--- config.mk ---
export PLATFORM = sky130hd
export DESIGN_NAME = stopwatch_lap_recorder
export DESIGN_NICKNAME = d
export VERILOG_FILES = /design/src/rtl/slr_pkg.sv /design/src/rtl/slr_lap_cell.sv /design/src/rtl/stopwatch_lap_recorder.sv
export SDC_FILE = /design/constraint.sdc
export NUM_CORES = 2
export LEC_CHECK = 0
export ABC_AREA = 1
export BUFFER_PORTS_ARGS = -buffer_cell sky130_fd_sc_hd__buf_4
export CAP_MARGIN = 20
export CORE_ASPECT_RATIO = 1.5
export CORE_MARGIN = 4
export CORE_UTILIZATION = 36
export CTS_CLUSTER_DIAMETER = 150
export DETAILED_ROUTE_END_ITERATION = 7
export PLACE_DENSITY_LB_ADDON = 0.15
export SLEW_MARGIN = 10
export SYNTH_ARGS = -nofsm -noshare
export SYNTH_HDL_FRONTEND = slang
export SYNTH_SLANG_ARGS = --single-unit
--- constraint.sdc ---
create_clock -name aclk -period 13.65 [get_ports aclk]
set_input_delay 0.6825 -clock aclk [delete_from_list [all_inputs] [get_ports aclk]]
set_output_delay 0.6825 -clock aclk [all_outputs]
set_load 0.03 [all_outputs]
--- src/rtl/slr_pkg.sv ---
// Shared types and constants for the stopwatch lap recorder.
// No dependencies; used by every file under rtl.
package slr_pkg;

    localparam int LAP_SLOTS_DEFAULT = 16;

    localparam logic [15:0] LAP_COUNT_MAX = 16'hFFFF;

    // command codes; unused codes behave as read only
    localparam logic [2:0] KIND_START  = 3'd0;
    localparam logic [2:0] KIND_PAUSE  = 3'd1;
    localparam logic [2:0] KIND_CLEAR  = 3'd2;
    localparam logic [2:0] KIND_LAP    = 3'd3;
    localparam logic [2:0] KIND_READ   = 3'd4;

    typedef enum logic [1:0] {
        MODE_CLEARED = 2'd0,
        MODE_RUNNING = 2'd1,
        MODE_PAUSED  = 2'd2
    } mode_t;

    typedef struct packed {
        logic [2:0]  kind;
        logic [31:0] now_ticks;
        logic [7:0]  lap_back;
    } in_item_t;

    typedef struct packed {
        logic [1:0]  run_state;
        logic [31:0] elapsed;
        logic [15:0] laps_recorded;
        logic        lap_valid;
        logic [15:0] lap_number;
        logic [31:0] lap_time;
    } out_item_t;

    typedef struct packed {
        logic [31:0] lap_time;
        logic [15:0] lap_number;
    } lap_entry_t;

endpackage

--- src/rtl/slr_lap_cell.sv ---
// One stage of the lap shift line: holds one recorded lap.
// Depends on slr_pkg for the lap entry type.
module slr_lap_cell (
    input  logic              aclk,
    input  logic              shift_en,
    input  slr_pkg::lap_entry_t entry_in,
    output slr_pkg::lap_entry_t entry_out
);

    slr_pkg::lap_entry_t entry_reg;

    always_ff @(posedge aclk) begin
        if (shift_en) begin
            entry_reg <= entry_in;
        end
    end

    assign entry_out = entry_reg;

endmodule

--- src/rtl/stopwatch_lap_recorder.sv ---
// Top level of the stopwatch lap recorder: command decode, timer state,
// lap shift line of slr_lap_cell stages and the result register. Uses slr_pkg.
//
// Usage:
//   s_valid/s_ready/s_item carry one command per transfer: kind, the current
//   free-running tick stamp now_ticks and lap_back, the lap to report.
//   m_valid/m_ready/m_item carry one result per command: mode after the
//   command, elapsed ticks at now_ticks, lap count and the requested lap.
//   The result of a command accepted at one edge is shown in the result
//   register from the next cycle on.
//   Throughput is one command per cycle while the receiver does not stall;
//   the state update and the lap lookup both settle in the cycle of the transfer.
//   Laps live in a shift line of LAP_SLOTS cells; newest lap sits in cell 0,
//   so lap_back picks the cell directly.
//   When the receiver stalls, the result register holds its item and
//   s_ready stays high only if that item is taken in the same cycle.
//   Reset (aresetn low, synchronous) clears the mode, stamps, lap count and
//   the result valid; lap cells are not cleared, the lap count gates them.
module stopwatch_lap_recorder #(
    parameter int LAP_SLOTS = slr_pkg::LAP_SLOTS_DEFAULT
) (
    input  logic               aclk,
    input  logic               aresetn,
    input  logic               s_valid,
    output logic               s_ready,
    input  slr_pkg::in_item_t  s_item,
    output logic               m_valid,
    input  logic               m_ready,
    output slr_pkg::out_item_t m_item
);

    slr_pkg::mode_t      mode_reg, mode_next;
    logic [31:0]         start_reg, start_next;
    logic [31:0]         acc_reg, acc_next;
    logic [15:0]         lap_total_reg, lap_total_next;
    logic                m_valid_reg, m_valid_next;
    slr_pkg::out_item_t  m_item_reg, m_item_next;

    logic                accept;
    logic                do_lap;
    logic [31:0]         elapsed_now;
    logic [31:0]         elapsed_after;
    logic                lap_in_reach;
    slr_pkg::lap_entry_t new_entry;
    slr_pkg::lap_entry_t sel_entry;

    slr_pkg::lap_entry_t chain_in  [LAP_SLOTS];
    slr_pkg::lap_entry_t chain_out [LAP_SLOTS];

    assign s_ready = !m_valid_reg || m_ready;
    assign accept  = s_valid && s_ready;
    assign do_lap  = accept && (s_item.kind == slr_pkg::KIND_LAP);

    // mode transitions
    always_comb begin
        mode_next = mode_reg;
        case (s_item.kind)
            slr_pkg::KIND_START: mode_next = slr_pkg::MODE_RUNNING;
            slr_pkg::KIND_PAUSE: mode_next = slr_pkg::MODE_PAUSED;
            slr_pkg::KIND_CLEAR: mode_next = slr_pkg::MODE_CLEARED;
            default:             mode_next = mode_reg;
        endcase
    end

    // timer and lap count updates
    always_comb begin
        elapsed_now = (mode_reg == slr_pkg::MODE_RUNNING) ?
                      acc_reg + (s_item.now_ticks - start_reg) : acc_reg;
        start_next     = start_reg;
        acc_next       = acc_reg;
        lap_total_next = lap_total_reg;
        case (s_item.kind)
            slr_pkg::KIND_START: start_next = s_item.now_ticks;
            slr_pkg::KIND_PAUSE: acc_next = elapsed_now;
            slr_pkg::KIND_CLEAR: begin
                acc_next       = '0;
                lap_total_next = '0;
            end
            slr_pkg::KIND_LAP: begin
                if (lap_total_reg != slr_pkg::LAP_COUNT_MAX) begin
                    lap_total_next = lap_total_reg + 16'd1;
                end
            end
            default: ;
        endcase
        elapsed_after = (mode_next == slr_pkg::MODE_RUNNING) ?
                        acc_next + (s_item.now_ticks - start_next) : acc_next;
        new_entry.lap_time   = elapsed_now;
        new_entry.lap_number = lap_total_next;
    end

    // lap shift line
    assign chain_in[0] = new_entry;
    for (genvar g = 0; g < LAP_SLOTS; g++) begin : g_cell
        if (g > 0) begin : g_link
            assign chain_in[g] = chain_out[g-1];
        end
        slr_lap_cell u_cell (
            .aclk      (aclk),
            .shift_en  (do_lap),
            .entry_in  (chain_in[g]),
            .entry_out (chain_out[g])
        );
    end

    // lookup sees the line as it stands after this command
    always_comb begin
        sel_entry = '0;
        for (int i = 0; i < LAP_SLOTS; i++) begin
            if (8'(i) == s_item.lap_back) begin
                sel_entry = do_lap ? chain_in[i] : chain_out[i];
            end
        end
    end

    assign lap_in_reach = ({1'b0, s_item.lap_back} < 9'(LAP_SLOTS)) &&
                          ({8'd0, s_item.lap_back} < lap_total_next);

    always_comb begin
        m_item_next.run_state     = mode_next;
        m_item_next.elapsed       = elapsed_after;
        m_item_next.laps_recorded = lap_total_next;
        m_item_next.lap_valid     = lap_in_reach;
        m_item_next.lap_number    = lap_in_reach ? sel_entry.lap_number : '0;
        m_item_next.lap_time      = lap_in_reach ? sel_entry.lap_time : '0;
        m_valid_next = accept || (m_valid_reg && !m_ready);
    end

    always_ff @(posedge aclk) begin
        if (!aresetn) begin
            mode_reg      <= slr_pkg::MODE_CLEARED;
            start_reg     <= '0;
            acc_reg       <= '0;
            lap_total_reg <= '0;
            m_valid_reg   <= 1'b0;
        end else begin
            m_valid_reg <= m_valid_next;
            if (accept) begin
                mode_reg      <= mode_next;
                start_reg     <= start_next;
                acc_reg       <= acc_next;
                lap_total_reg <= lap_total_next;
            end
        end
    end

    always_ff @(posedge aclk) begin
        if (accept) begin
            m_item_reg <= m_item_next;
        end
    end

    assign m_valid = m_valid_reg;
    assign m_item  = m_item_reg;

endmodule

==> reports/qor.txt <==
Avg WL per Cell - 14.90 um
Max Cap Viol - 0
CTS Buffer Depth - 3
area of the mapped netlist - 44,990 um2
RSZ-0062 raised after global routing - false
hold_sp - s_item[39]
Num CTS Buffers - 99
P_int - 5.722 mW
total track usage - 18.41%
ranking of synthesized cells by area - dfxtp_1, nand2_1, inv_1, o21ai_0, edfxtp_1
Crit Path Category - reg2reg
switching share of total power - 30.41%
largest net degree at the start of global routing - 250
DRT antenna net count - 0
Fmax achieved - 157.8 MHz
area of the multi-input gates - 20,300 um2
most frequent cells in the layout - nand2_1, inv_1, dfxtp_1
Final TNS setup - 0 ps
Pwr per Cell Area - 162.0 nW/um2
Worst Setup Start Kind - flop
final hold violations - 0
FF-to-FF Start - acc_reg[11]$_SDFFE_PN0P_
initial antenna violation count - 2
Worst VDD drop - 0.0001068 V
Clock Sinks - 950
Die H - 441.0 um
die width - 296.7 um
later-pin clock latency in the skew report - 700 ps
die area - 130,800 um2
clock network fraction of total power - 34.2%
Synth top area share - 37.87%
Fillers - 12,847
most common cell after layout, fill and taps aside - nand2_1
Rel. slew slack - 29.26%
H-tree depth - 3
first-pass GRT wire length - 195.2 mm
number of synthesis warnings - 0
layout cells sized above 1 - 6.897%
final setup vio count - 0
CP arrival - 6750 ps
Post-route DRC - 0
Post-CTS Setup Inserts - 0
synthesized area per cell - 6.977 um2
Hold WS - 245.9 ps
Final Non-Filler Cells - 8,126
number of port buffers - 147
post_cts resized - 0
ys flop type - dfxtp_1
CTS root buf - clkbuf_16
total grt overflow - 0
Crit path required time - 14,060 ps
num rows - 158
router iterations before antenna repair - 7
Pins Over Slew Limit - 0
area leader, netlist - dfxtp_1
initial DRC count - 2,536
sw power - 2.501 mW
Largest register FFs - 768
skew final - 29.90 ps
CP Launch Point - acc_reg[11]$_SDFFE_PN0P_
sequential share of power - 46.2%
Final period util - 46.44%
DP HPWL - 83.52 mm
I/O pins - 148
Post-Place Worst Slack - 6863 ps
Vias - 37,793
Cells after DPL - 7,946
Synth Net Count - 6,630
P_leak - 24.89 nW
routability cong. - 0.8880
Seq/Total Area, Yosys - 44.47%
Nets - 6,628
Area Growth Syn to Fin - 12.83%
clock tree from TritonCTS - built
clock slew at reported path FFs - 70 ps
Core Region - 124,000 um2
worst min path class - in2reg
fin crit period - 6339 ps
status - completed
combinational power share - 19.6%
flops & latches, synth - 950
Tightest Pin Transition - 1061 ps
mean number of vias per cell - 4.651
endpoint class of the critical path - flop
Hold Buf Count CTS - 0
Post-synth EDFFs - 99
Synth Instances - 6,449
register area - 20,010 um2
effective utilization at floorplan - 36.30%
Max FO, Critical Path - 6
setup ws final - 7311 ps
Post-synth ARST share - 0%
number of global-route vias before repair - 35,271
Routed Wire Length - 121.1 mm
Yosys cell types - 52
## critical path, stage by stage, from the launching register on
cell and delay, ps:
dfxtp_1 350, inv_1 70, fa_1 480, inv_1 40
ha_1 370, nand2_1 90, inv_1 100, nand2_1 110
nor3_1 520, nand2_1 110, nand2_1 240, xor2_1 170
o21ai_0 190, or2_2 340, o21ai_0 110, inv_1 120
fa_1 490, inv_1 40, ha_1 340, a21oi_1 170
inv_1 80, a31oi_1 410, o21ai_0 270, a221oi_1 300
nand2_1 120, or2_2 280, nand3_1 60, o21ai_0 90
## power groups by stage
stage / logic [mW] / registers [mW] / clock network [mW]
after floorplan: 1.20 / 3.84 / 0
after global placement: 1.58 / 3.84 / 0
after detailed placement: 1.61 / 3.86 / 0
after CTS: 1.62 / 3.80 / 2.92
after global routing: 1.89 / 3.88 / 3.01
final: 1.61 / 3.80 / 2.81
## stage by stage
| stage | utilization, % | power, mW | instance area, um2 |
|---|---|---|---|
| after global routing | 40.95 | 8.784 | 50760 |
| after floorplan | - | 5.039 | 44990 |
| after CTS | 40.95 | 8.339 | 50760 |
| after detailed placement | 38.19 | 5.468 | 47340 |
| final | 40.95 | 8.223 | 50760 |
| after global placement | 38.19 | 5.423 | 47340 |
## metal layers
| layer | global-route usage [%] | part of all wire, % | up-vias |
|---|---|---|---|
| met3 | 1.821 | 3.2 | 152 |
| met4 | 5.845 | 2.7 | 0 |
| li1 | - | - | 20165 |
| met5 | 0 | 0 | - |
| met1 | 24.48 | 47 | 16865 |
| met2 | 31.43 | 47 | 611 |
## synth_stat cells (all sizes together) (7+ instances only)
library cell and count:
and2 16, a21oi 158, o21a 8, or2 53
xnor2 7, dfxtp 851, o211ai 17, nand4 143
buf 124, nor2 307, inv 933, o22ai 7
mux2i 16, a31oi 29, ha 72, nor3 19
o21bai 10, xor2 18, a211oi 30, edfxtp 99
nand3 156, clkbuf 175, nand3b 13, fa 62
nand2 2449, o21ai 645
## area by class of cell
class | instances | area share [%]
Timing Repair Buffer | 196 | 2.948
Clock buffer | 147 | 5.916
Tap cell | 1600 | 3.944
Multi-Input combinational cell | 4263 | 40.00
Clock inverter | 32 | 0.8257
Antenna cell | 1 | 0.004930
Inverter | 937 | 6.948
Sequential cell | 950 | 39.42
## logic make-up after synthesis
| group | after synthesis | synth area share, % |
|---|---|---|
| AND/OR/NAND/NOR | 3162 | 28.36 |
| buffers and inverters | 1236 | 10.62 |
| flip-flops | 950 | 44.47 |
| AO/OA/AOI/OAI | 926 | 10.94 |
| adder cells (fa/ha/maj) | 134 | 4.761 |
| XOR/XNOR | 25 | 0.4867 |
| multiplexers | 16 | 0.3560 |
## final timing paths
path | end | depth (start not counted) | slack, ps
max | m_item[92]$_DFFE_PP_ | 27 | 7310
min | start_reg[31]$_SDFFE_PN0P_ | 3 | 250
min reg2reg | g_cell[3].u_cell.entry_out[41]$_DFF_P_ | 2 | 440
max reg2reg | m_item[92]$_DFFE_PP_ | 27 | 7310
Power figures use the tool's default switching activity.
